`config.mk`:
```
export PLATFORM = sky130hd
export DESIGN_NAME = chm_ram
export DESIGN_NICKNAME = d
export VERILOG_FILES = /design/src/rtl/chm_ram.sv
export SDC_FILE = /design/constraint.sdc
export NUM_CORES = 1
export LEC_CHECK = 0
export ABC_AREA = 1
export CORE_MARGIN = 4
export CORE_UTILIZATION = 57
export DETAILED_ROUTE_END_ITERATION = 10
export DONT_BUFFER_PORTS = 1
export GPL_TIMING_DRIVEN = 0
export HOLD_SLACK_MARGIN = 0.08
export PLACE_DENSITY_LB_ADDON = 0.3
export SYNTH_ARGS = -nofsm -noshare
export SYNTH_HDL_FRONTEND = slang
export SYNTH_SLANG_ARGS = --single-unit
```
`constraint.sdc`:
```
create_clock -name i_clk -period 1.6 [get_ports i_clk]
set_input_delay 0.16 -clock i_clk [delete_from_list [all_inputs] [get_ports i_clk]]
set_output_delay 0.16 -clock i_clk [all_outputs]
set_load 0.005 [all_outputs]
```
`src/rtl/chm_ram.sv`:
```
// generic single port ram with registered read
// no dependencies
module chm_ram #(
    parameter int WIDTH = 8,
    parameter int DEPTH = 16
) (
    input  logic                     i_clk,
    input  logic                     i_we,
    input  logic [$clog2(DEPTH)-1:0] i_addr,
    input  logic [WIDTH-1:0]         i_wdata,
    output logic [WIDTH-1:0]         o_rdata
);
    logic [WIDTH-1:0] r_mem [DEPTH];
    always_ff @(posedge i_clk) begin
        if (i_we) begin
            r_mem[i_addr] <= i_wdata;
        end
        o_rdata <= r_mem[i_addr];
    end
endmodule

```
==> results, run 1 <==
- The post-synthesis net count is 562.
- For this run, design rule violations remaining after detail routing come to 0.
- For the worst flop-to-flop path, the logic depth is 8.
- The final global-route overflow total is 0.
- The worst setup path is launched from an input pin.
- The worst pin sits at a relative slew slack of 49.5%.
- The number of setup violations in the final report is 0.
- The first global-routing pass estimated between 15000 and 20000 um of wire.
- The worst path in the final design needs a cycle of 1.59 ns, including I/O delays and setup.
- The number of global-route vias before repair is 3816.
- From bottom edge to top edge, the die measures about 110 um.
- TritonCTS created 17 clock buffers.
- The required arrival time at the worst endpoint is roughly 1.8 ns.
- The floorplan step set the die width to 107 um.
- The CTS tree is done.
- The min-delay analysis places its worst path in the category in2reg.
- The level count of the clock H-tree is 4.
- The total wirelength of the detailed-routed design is 12300 um.
- The capture point of the critical path is r_mem[2][1]$_DFFE_PP_.
- The biggest area contributor in the post-synthesis netlist is edfxtp_1.
- The number of synthesized flops with an enable pin is 128.
- Compared with the post-synthesis result, the final layout area differs by 16.6%.
- Counting the fill cells in the layout gives 634.
- The number of nets in the layout is 594.
- The final critical path takes up 99.5% of the cycle.
- Global routing used 23.1% of the available tracks.
- The pin count of the biggest net entering global routing is 17.
- The number of placed instances with taps included is 677.
- Sorting the synthesized cells by area gives the leading types as edfxtp_1, nand2_1, dfxtp_1.
- The endpoint identified for the worst register-to-register timing path is o_rdata[1]$_DFF_P_.
- After clock tree synthesis, the clock-pin slew on the worst setup and hold paths is around 0.06 ns.
- The commonest cells after synthesis are nand2_1, edfxtp_1, inv_1.
- The overall die area is 11500 um^2.
- Based on the critical path, the design can be clocked at up to 628 MHz.
- Cells with a size suffix above 1 make up 9.78% of the layout.
- The average via count per standard cell is 5.22.
- Yosys printed 0 warnings.
- The boundary pin count is 22.
- The average wire per standard cell is 17.0 um.
- The number of max-cap violations is 0.
- The mean post-synth cell area is 10.2 um^2.
- After synthesis, the largest area contributor takes up between 60% and 70% of total cell area.
- The pin slew with the least headroom to its limit is between 0.7 and 0.8 ns.
- The critical path starts at i_addr[2].
- Clock tree synthesis selected as its root buffer the cell clkbuf_8.
- Across all hold checks on the routed design, the worst slack comes to ~0.11 ns.
- The count of input and output buffers is 0.
- The worst-case vdd ir drop is just over 0.8 mV.
- The clock sink count is 136.
- The flow ran to the end, and the final reports show no timing, DRC or antenna violations.
- The highest fanout seen on the critical path is 8.
- Cells fill 69.3% of the core in the end.
- In this run, the number of DRC markers left after iteration 0 of detailed routing was around 320.
- Sequential elements use 71.6% of the synthesized area.
- The critical path endpoint category is a flop.
- The number of antenna violations at the first check in global routing is 2.
- Setup repair after global routing could not meet its margin everywhere.
- The cell area after synthesis is 5590 um^2.
- The number of max-slew violations in the final report came to 0.
- The number of setup buffers added after CTS is 0.
- After floorplanning, the core was divided into 35 placement rows.
- Among all flip-flop cells after synthesis, the most frequent one is edfxtp_1.
- The count of distinct cell types in the synthesized netlist is 11.
- The wire-length estimate of the detail-placed layout is ~7500 um.
- In this run, synthesis produced a sequential element count of 136.
- Summed over all cells, the static leakage comes to between 2 and 3 nW.
- The final route contains 3770 vias.
- The worst setup slack for register-to-register paths is 0.54 ns.
- Of all flip-flops after synthesis, the portion carrying an async set or reset was 0%.
- After technology mapping, the gate count stands at 548.
- The last weighted congestion value of the routability-driven placer is 0.873.
- For this design the ratio of total power to cell area is 1310 nW/um^2.
- The leading cell type by number of instances after synthesis is nand2_1.
- For this run, the number of standard cells in the final layout without fillers is about 720.
- In this run the deepest clock path goes through 2 buffers.
- The final hold violation count was 0.
- The final standard cell area without fillers is 6520 um^2.
- The data arrival time of the critical path is 1.74 ns.
- The first-pass iteration count of the detailed router is 5.
- The instance area after placement is 5750 um^2.
- The clock latency on the worst-skew pair is 0.52 ns.
- The number of antenna-violating nets in the routed design is 0.
- The area of the core is roughly 9400 um^2.
- The initial core utilization is roughly 59%.
- Between clock sinks in the finished design, the worst skew comes to 0.00771 ns.
- The worst setup path is of the in2reg kind.
- The number of inserted diodes is 0.
- The startpoint identified for the worst register-to-register timing path is r_mem[3][1]$_DFFE_PP_.
## cells in the final DEF, fill, tap and decap left out, drive strengths merged
cell,instances
dfxtp,8
dlygate4sd3,12
dlymetal6s4s,1
nor2,18
clkinv,2
bufinv,3
clkinvlp,4
clkbuf,23
nand2,346
nand3,4
buf,18
inv,26
edfxtp,128
## per-layer routing
| layer | up-vias | wire (um) | global-route usage (%) |
|---|---|---|---|
| met5 | - | 24 | 0 |
| met4 | 4 | 396 | 11.8 |
| met3 | 47 | 936 | 5.66 |
| met2 | 169 | 5810 | 35.7 |
| met1 | 1731 | 5080 | 30.5 |
| li1 | 1819 | - | - |
## timing repair
| action | in CTS | in global routing |
|---|---|---|
| hold endpoints to repair | 135 | 0 |
| endpoints found under the setup margin | 0 | 80 |
| resized for setup | 0 | 8 |
| hold buffers | 14 | 0 |
## worst min-delay path by stage
stage                from               endpoint  slack, ns  cells after the start
6_report        i_addr[3]     o_rdata[3]$_DFF_P_       0.11                      5
5_1_grt         i_addr[3]     o_rdata[2]$_DFF_P_       0.12                      5
4_1_cts         i_addr[3]     o_rdata[0]$_DFF_P_       0.08                      5
3_5_place_dp   i_wdata[2]  r_mem[7][2]$_DFFE_PP_       0.26                      0
3_3_place_gp   i_wdata[6]  r_mem[1][6]$_DFFE_PP_       0.26                      0
2_1_floorplan  i_wdata[0]  r_mem[0][0]$_DFFE_PP_       0.26                      0
## critical path: stages
cell,delay (ns)
dlygate4sd3_1,0.56
nor2_1,0.25
inv_1,0.18
nor2_1,0.58
## sequential cells by signal, indices dropped and copies added (netlist names)
signal   cells
o_rdata      8
r_mem      128
## metrics by stage
step	TNS, ns	setup WS (ns)	power, mW
6_report	0	0.00879	8.53
5_1_grt	-5.06	-0.125	8.74
4_1_cts	0	0.0518	8.52
3_5_place_dp	-49.58	-0.469	4.46
3_3_place_gp	-43.08	-0.393	4.45
2_1_floorplan	0	0.0628	4.35
## cell families (layout without fill, tap and decap cells)
kind of cell | Yosys count | in the layout | share of synthesized area (%)
AND/OR/NAND/NOR | 368 | 368 | 24.8
flip-flops | 136 | 136 | 71.6
buffers and inverters | 44 | 89 | 3.62
## power by group
part | switching [mW] | internal [mW] | total (mW)
combinational | 0.336 | 0.133 | 0.469
sequential | 0.0267 | 3.98 | 4.01
clock | 1.52 | 2.52 | 4.05
total | 1.89 | 6.64 | 8.53
## final cells by class
class	count	area, um^2	area share [%]
well taps	129	161	2.47
clock inverters	12	164	2.51
plain buffers	21	116	1.78
inverters	23	86.3	1.32
flip-flops and latches	136	4000	61.4
clock buffers	20	455	6.98
multi-input cells	368	1400	21.5
repair buffers	13	133	2.03
(Power assumes the default switching activity.)
==> run 2, diff against run 1 <==
--- a/config.mk
+++ b/config.mk
@@ -5,9 +5,8 @@
 export SDC_FILE = /design/constraint.sdc
 export NUM_CORES = 1
 export LEC_CHECK = 0
-export ABC_AREA = 1
 export CORE_MARGIN = 4
-export CORE_UTILIZATION = 57
+export CORE_UTILIZATION = 56
 export DETAILED_ROUTE_END_ITERATION = 10
 export DONT_BUFFER_PORTS = 1
 export GPL_TIMING_DRIVEN = 0
==> run 2 against run 1 <==
The run now ends with negative setup slack left; utilization shrank 2.0 points; sequential share of layout area rose by 6.6 points; critical path depth unchanged; hold slack better by 0.0027 ns; worst setup slack got worse by 0.031 ns; register-to-register slack got worse by 0.32 ns; global-route usage decreased by 2.9 points; die area down 7.2%; non-clock buffer count decreased by 13; critical endpoint is now r_mem[15][1]$_DFFE_PP_; largest cell class unchanged; highest routed layer is now met4.
==> results, run 2 <==
- The number of antenna-violating nets in the routed design is 0 (unchanged).
- The clock network fraction of design power is 45.7% (-1.8 points).
- The type of the setup path with the least slack is in2reg.
- The count of routing violations after the opening detailed-route iteration is 137 (-57%).
- The net switching power figure is 1.60 mW (-15%).
- The Yosys warning count is 0 (unchanged).
- The average via count per standard cell is 6.18 (+18%).
- By count the netlist is led by edfxtp_1, mux4_2, a22oi_1.
- The count of distinct cell types in the synthesized netlist was 18 (+7).
- The total routing usage reported by global routing came to 20.2% (-2.9 points).
- The total wirelength of the detailed-routed design is 9470 um (-23%).
- The number of global-route vias before repair was 2442 (-36%).
- The post-synthesis net count is 244 (-57%).
- The via total after detailed routing is 2348 (-38%).
- The clock tree buffer depth is 2 (unchanged).
- The number of synthesized flops with an enable pin is 128 (unchanged).
- The CTS buffer count is 17 (unchanged).
- The number of inserted diodes is 0 (unchanged).
- The data arrival time of the critical path is 1.76 ns (+0.02 ns).
- In the layout the commonest cells are edfxtp_1, mux4_2, a22oi_1, clkbuf_16, dlygate4sd3_1.
- The cell area after synthesis is 5070 um^2 (-9.4%).
- The DRC violations left is 0 (unchanged).
- The largest clock skew in the final design is 0.00928 ns (+0.00156 ns).
- The area of the core came to 8760 um^2 (-6.9%).
- The area taken by multi-input logic gates is 1020 um^2 (-27%).
- The register name with the most flops is r_mem.
- The number of max-cap violations is 0 (unchanged).
- The root buffer cell chosen for the clock tree is clkbuf_8.
- The number of fillers in the final layout is 545 (-14%).
- The width of the chip is 103 um (-3.7%).
- The level count of the clock H-tree is 4 (unchanged).
- The min-delay analysis places its worst path in the category in2reg.
- The number of max-slew violations in the final report is 0 (unchanged).
- The final total negative setup slack is -0.266 ns (-0.266 ns).
- The number of rows in the core area is 34 (-2.9%).
- The initial core utilization is 57.8% (-1.6 points).
- The number of synthesized register bits is 136 (unchanged).
- The pin slew with the least headroom to its limit is 1.24 ns (+0.485 ns).
- Yosys attributes the largest share of cell area to edfxtp_1, mux4_2, dfxtp_1.
- The mean post-synth cell area came to 22.0 um^2 (+120%).
- The number of flip-flops in the largest register came to 128 (unchanged).
- The post-CTS setup-driven buffer insertion count is 0 (unchanged).
- The number of nets in the layout is 273 (-54%).
- The highest fanout seen on the critical path was 10 (+2).
- The count of input and output buffers was 0 (unchanged).
- The minimum period implied by the final worst setup slack is 1.62 ns (+0.0306 ns).
- The number of antenna violations at the first check in global routing was 0 (-2).
- The pin count of the biggest net entering global routing is 17 (unchanged).
- The worst-case setup margin in the final layout was -0.0218 ns (-0.0306 ns).
- The cell type with the highest aggregate area in the netlist is edfxtp_1.
- Relative to the synthesized area, the layout overhead comes to 16.3%.
- The fraction of final layout cells sized beyond drive strength 1 is 26.8% (+17 points).
- The top-area cell type share of the netlist area is 75.9% (+7.1 points).
- The startpoint type of the worst setup path is an input pin.
- The highest attainable clock frequency came to 617 MHz (-1.9%).
- The pre-CTS worst setup slack was -0.551 ns (-0.0821 ns).
- The primary flip-flop cell chosen by synthesis mapping is edfxtp_1.
- The number of instances in the synthesized netlist is 230 (-58%).
- The part of the total power dissipated in sequential elements is 50.0% (+3.0 points).
- The first-pass iteration count of the detailed router is 4 (-1).
- The area occupied by registers is 4000 um^2 (unchanged).
- The cell internal power dissipation came to 6.42 mW (-3.3%).
- The final global-route overflow total is 0 (unchanged).
- The global-route wire length before repair is 14500 um (-26%).
- Setup repair after global routing could not meet its margin everywhere.
- The clock edge transition at the registers on the reported setup and hold paths is 0.06 ns (about the same).
- The critical path endpoint category is a flop.
- The cell leakage power came to 1.87 nW (-33%).
- The share of flip-flops with an asynchronous set or reset is 0% (unchanged).
- The post-route total power was 8.02 mW (-6.0%).
- The library cell used most frequently in the layout, excluding fill and tap cells, is edfxtp_1.
- The required arrival time at the worst endpoint was 1.74 ns (about the same).
- The HPWL reported at the end of detailed placement is 5750 um (-24%).
- The chip height is 103 um (-3.7%).
- The checks that failed: negative setup slack.
- The final hold violation count is 0 (unchanged).
- The clock sink count is 136 (unchanged).
- The switching share of total power is 19.9% (-2.2 points).
- The overall die area came to 10600 um^2 (-7.2%).
- The CTS tree is done.
- The share of the core filled with cells is 67.2% (-2.0 points).
- The power density over the cells is 1360 nW/um^2 (+4.1%).
- The tightest slew margin relative to the limit was 16.7% (-33 points).
- The last weighted congestion value of the routability-driven placer is 0.762 (-13%).
- The share of synthesized area occupied by flip-flops and latches is 79.0% (+7.4 points).
- The average wire per standard cell came to 24.9 um (+47%).
- The worst-case vdd ir drop is 0.840 mV (+1.2%).
- In the post-synthesis netlist, the cell with the most instances is edfxtp_1.
- The clock latency on the worst-skew pair was 0.51 ns (about the same).
- The boundary pin count came to 22 (unchanged).
- The post-route fraction of the period consumed by the critical path is 101% (+1.9 points).
- The number of setup violations in the final report is 18 (+18).
- The largest registers in the layout are r_mem: 128 flops, o_rdata: 8 flops.
- The proportion of power drawn by combinational gates is 4.3% (-1.2 points).
- The run finished, with violations left.
==> run 2: cell count changes in the layout (fill, tap and decap cells not counted), moves of 4 or more <==
cell and delta:
buf_2 -10, buf_1 +4, a22oi_1 +16, buf_4 -6
mux4_2 +32, inv_1 -21, nand2_1 -337, inv_6 -4
==> run 2: power by group through the flow <==
stage	combinational, mW	sequential (mW)	clock (mW)
after floorplan	0.206	4.08	0
after global placement	0.269	4.08	0
after detailed placement	0.274	4.09	0
after CTS	0.346	4.01	3.71
after global routing	0.370	4.02	3.89
final	0.344	4.01	3.66
==> run 2: cell type report <==
| type | count | area share [%] |
|---|---|---|
| Clock inverter | 11 | 2.14 |
| Buffer | 11 | 1.02 |
| Sequential cell | 136 | 67.9 |
| Timing Repair Buffer | 10 | 1.70 |
| Tap cell | 108 | 2.29 |
| Multi-Input combinational cell | 83 | 17.3 |
| Clock buffer | 21 | 7.62 |
==> run 2: path summary, 6_finish.rpt <==
check	from	endpoint	slack (ns)	cells past startpoint
min reg2reg	r_mem[10][2]$_DFFE_PP_	o_rdata[2]$_DFF_P_	0.69	3
max reg2reg	r_mem[11][5]$_DFFE_PP_	o_rdata[5]$_DFF_P_	0.22	3
max	i_addr[1]	r_mem[15][1]$_DFFE_PP_	-0.02	4
min	i_addr[3]	o_rdata[6]$_DFF_P_	0.11	3
==> run 2: timing repair <==
action                     in CTS  in global routing
hold endpoints to repair      138                  0
pin swaps                       0                  0
setup endpoints to repair       2                 96
hold buffers                   10                  0
resized for setup               0                  4
==> run 2: routing by layer <==
layer	vias to the layer above	GRT usage [%]	wire [um]	share of wire, %
met5	-	0	0	0
met4	0	8.37	206	2.2
met3	17	6.16	653	6.9
met2	83	30.5	4700	50
met1	1224	27.9	3910	41
li1	1024	-	-	-
==> run 2: stage by stage <==
step | cells | area (um^2) | hold slack (ns)
after floorplan | 230 | 5070 | 0.259
after global routing | 380 | 5890 | 0.0988
after global placement | 338 | 5210 | 0.260
final | 380 | 5890 | 0.113
after detailed placement | 338 | 5210 | 0.260
after CTS | 380 | 5880 | 0.0679
==> run 2: logic make-up after synthesis <==
| logic type | after synthesis | share of synthesized area (%) |
|---|---|---|
| buf+inv | 11 | 1.19 |
| mux | 32 | 14.2 |
| simple gates | 35 | 3.21 |
| compound gates | 16 | 2.37 |
| flops | 136 | 79.0 |
==> run 2: critical path: stages <==
cell and delay (ns):
buf_2 0.25, buf_1 0.43, nand2_1 0.23, nor2_1 0.68
==> run 3, diff against run 2 <==
--- a/config.mk
+++ b/config.mk
@@ -5,11 +5,11 @@
 export SDC_FILE = /design/constraint.sdc
 export NUM_CORES = 1
 export LEC_CHECK = 0
+export ABC_AREA = 1
 export CORE_MARGIN = 4
-export CORE_UTILIZATION = 56
+export CORE_UTILIZATION = 57
 export DETAILED_ROUTE_END_ITERATION = 10
 export DONT_BUFFER_PORTS = 1
-export GPL_TIMING_DRIVEN = 0
 export HOLD_SLACK_MARGIN = 0.08
 export PLACE_DENSITY_LB_ADDON = 0.3
 export SYNTH_ARGS = -nofsm -noshare
==> run 3 against run 2 <==
The flow now finishes without violations; critical endpoint is now o_rdata[6]$_DFF_P_; clock power barely moved; routed wire length rose by 34%; global-route usage rose by 3.8 points; first-iteration DRC count rose by 130%; via count rose by 63%; largest power group unchanged; largest cell class unchanged; cell area rose by 11%; sequential power barely moved; combinational power rose by 35%.
==> results, run 3 (same netlist as run 1, synthesis figures left out) <==
- The pin slew with the least headroom to its limit is 0.803 ns (-0.436 ns).
- The number of rows in the core area is 35 (+2.9%).
- The post-route fraction of the period consumed by the critical path was 92.3% (-9.0 points).
- The clock tree buffer depth is 2 (unchanged).
- The largest stage delay on the critical path is 0.56 ns (-0.12 ns).
- The number of instances on the worst hold path is 8 (+5).
- The initial core utilization is 59.4% (+1.6 points).
- The register name with the most flops is r_mem.
- The boundary pin count is 22 (unchanged).
- The number of nets in the layout is 597 (+120%).
- The clock latency on the worst-skew pair is 0.53 ns (+0.02 ns).
- In the final layout, the registers with the most flip-flops are r_mem: 128 flops, o_rdata: 8 flops.
- The number of global-route vias before repair came to 3717 (+52%).
- The fraction of final layout cells sized beyond drive strength 1 was 10.1% (-17 points).
- The highest attainable clock frequency is 677 MHz (+9.8%).
- The required arrival time at the worst endpoint was 2.03 ns (+0.29 ns).
- The setup path with the least slack is of type reg2reg.
- The instance area after placement is 5800 um^2 (+11%).
- The DRC violations left is 0 (unchanged).
- The average wire per standard cell was 17.4 um (-30%).
- The hold slack was 0.0990 ns (-0.0137 ns).
- The startpoint type of the worst setup path is a flop.
- CTS placed an instance of clkbuf_8 at the clock tree root.
- The last weighted congestion value of the routability-driven placer came to 0.835 (+9.6%).
- The largest clock skew in the final design is 0.00728 ns (-0.00200 ns).
- The via total after detailed routing is 3818 (+63%).
- The post-layout instance count excluding filler cells is 726 (+91%).
- The largest individual stage delay along the critical path comes from the cell dlygate4sd3_1.
- The number of antenna-violating nets in the routed design is 0 (unchanged).
- The HPWL reported at the end of detailed placement is 6900 um (+20%).
- The width of the chip is 107 um (+3.8%).
- The average via count per standard cell is 5.26 (-15%).
- The number of placed instances with taps included is 677 (+100%).
- The path class of the tightest hold or removal check is in2reg.
- Setup repair after global routing left no endpoint under its margin.
- The worst-case vdd ir drop was 1.08 mV (+29%).
- The area of the core is 9420 um^2 (+7.4%).
- The final total negative setup slack is 0 ns (+0.266 ns).
- The pin count of the biggest net entering global routing is 46 (+29).
- The number of antenna violations at the first check in global routing is 2 (+2).
- The data arrival time of the critical path is 1.90 ns (+0.14 ns).
- The number of max-slew violations in the final report came to 0 (unchanged).
- The count of input and output buffers is 0 (unchanged).
- The number of flip-flops in the largest register is 128 (unchanged).
- The total routing usage reported by global routing is 24.0% (+3.8 points).
- The post-CTS setup-driven buffer insertion count was 0 (unchanged).
- The level count of the clock H-tree was 4 (unchanged).
- The growth of design area from synthesis to finish is 17.1%.
- The pre-CTS worst setup slack was 0.412 ns (+0.963 ns).
- Counting stages on the worst path, the most repeated cell is nand2_1.
- The tightest slew margin relative to the limit is 46.3% (+30 points).
- The CTS buffer count is 17 (unchanged).
- Leaving out fill and tap cells, the most frequent cells in the layout are nand2_1, edfxtp_1, inv_1, buf_4, nor2_1.
- The minimum period implied by the final worst setup slack was 1.48 ns (-0.145 ns).
- The overall die area is 11500 um^2 (+7.8%).
- The total wirelength of the detailed-routed design is 12700 um (+34%).
- The final global-route overflow total is 0 (unchanged).
- The final hold violation count came to 0 (unchanged).
- The CTS tree is done.
- The highest fanout seen on the critical path is 1 (-9).
- The most common library cell in the layout ignoring fill and taps is nand2_1.
- The number of cell instances on the worst register-to-register path was 9 (+6).
- The global-route wire length before repair was 20000 um (+38%).
- The power density over the cells is 1240 nW/um^2 (-8.7%).
- The number of setup violations in the final report is 0 (-18).
- The number of max-cap violations is 0 (unchanged).
- The flow ran to the end, and the final reports show no timing, DRC or antenna violations.
- The chip height is 107 um (+3.8%).
- The worst-case setup margin in the final layout is 0.123 ns (+0.145 ns).
- The cell leakage power is 2.79 nW (+49%).
- The first-pass iteration count of the detailed router is 7 (+3).
- The clock sink count came to 136 (unchanged).
- The final standard cell area without fillers came to 6550 um^2 (+11%).
- The signal on the critical path passes through nand2_1 -> nand2_1 -> nand2_1 -> nand2_1 -> nand2_1 -> dlygate4sd3_1 -> nand2_1 -> inv_1 -> nand2_1.
- The critical path endpoint category is a flop.
- The clock edge transition at the registers on the reported setup and hold paths is 0.06 ns (about the same).
- The count of routing violations after the opening detailed-route iteration is 309 (+130%).
- The post-route total power was 8.13 mW (+1.4%).
- The share of the core filled with cells is 69.5% (+2.3 points).
run 3: critical path, delay by kind of cell, from the launching register on:
kind / cells / cell delay (ns)
flops: 1 / 0.38
simple gates: 7 / 0.37
buf+inv: 2 / 0.61
run 3: what timing repair did:
| action | 4_1_cts | 5_1_grt |
|---|---|---|
| endpoints found under the setup margin | 0 | 1 |
| gates resized for setup | 0 | 4 |
| hold buffers | 17 | 0 |
| endpoints found under the hold margin | 136 | 0 |
run 3: per-layer routing:
| layer | global-route usage, % | share of wire [%] | vias to the layer above |
|---|---|---|---|
| li1 | - | - | 1826 |
| met1 | 32.4 | 40 | 1754 |
| met2 | 36.3 | 47 | 207 |
| met3 | 6.86 | 10 | 29 |
| met4 | 10.8 | 2.9 | 2 |
| met5 | 0 | 0.10 | - |
run 3: worst paths after layout:
check	to	startpoint	slack (ns)
worst min register to register	o_rdata[1]$_DFF_P_	r_mem[10][1]$_DFFE_PP_	0.72
worst min-delay path	o_rdata[4]$_DFF_P_	i_addr[0]	0.1
worst max-delay path	o_rdata[6]$_DFF_P_	r_mem[2][6]$_DFFE_PP_	0.12
worst max register to register	o_rdata[6]$_DFF_P_	r_mem[2][6]$_DFFE_PP_	0.12
run 3: report_power, final:
| part | switching (mW) | total (mW) | internal (mW) |
|---|---|---|---|
| clock | 1.56 | 3.65 | 2.09 |
| sequential | 0.0342 | 4.02 | 3.98 |
| combinational | 0.324 | 0.463 | 0.139 |
run 3: layout make-up:
cell class | instances | area [um^2]
Timing Repair Buffer | 37 | 338
Multi-Input combinational cell | 368 | 1400
Clock inverter | 15 | 145
Inverter | 23 | 86.3
Sequential cell | 136 | 4000
Fill cell | 647 | 2870
Clock buffer | 17 | 414
Antenna cell | 1 | 2.50
Tap cell | 129 | 161
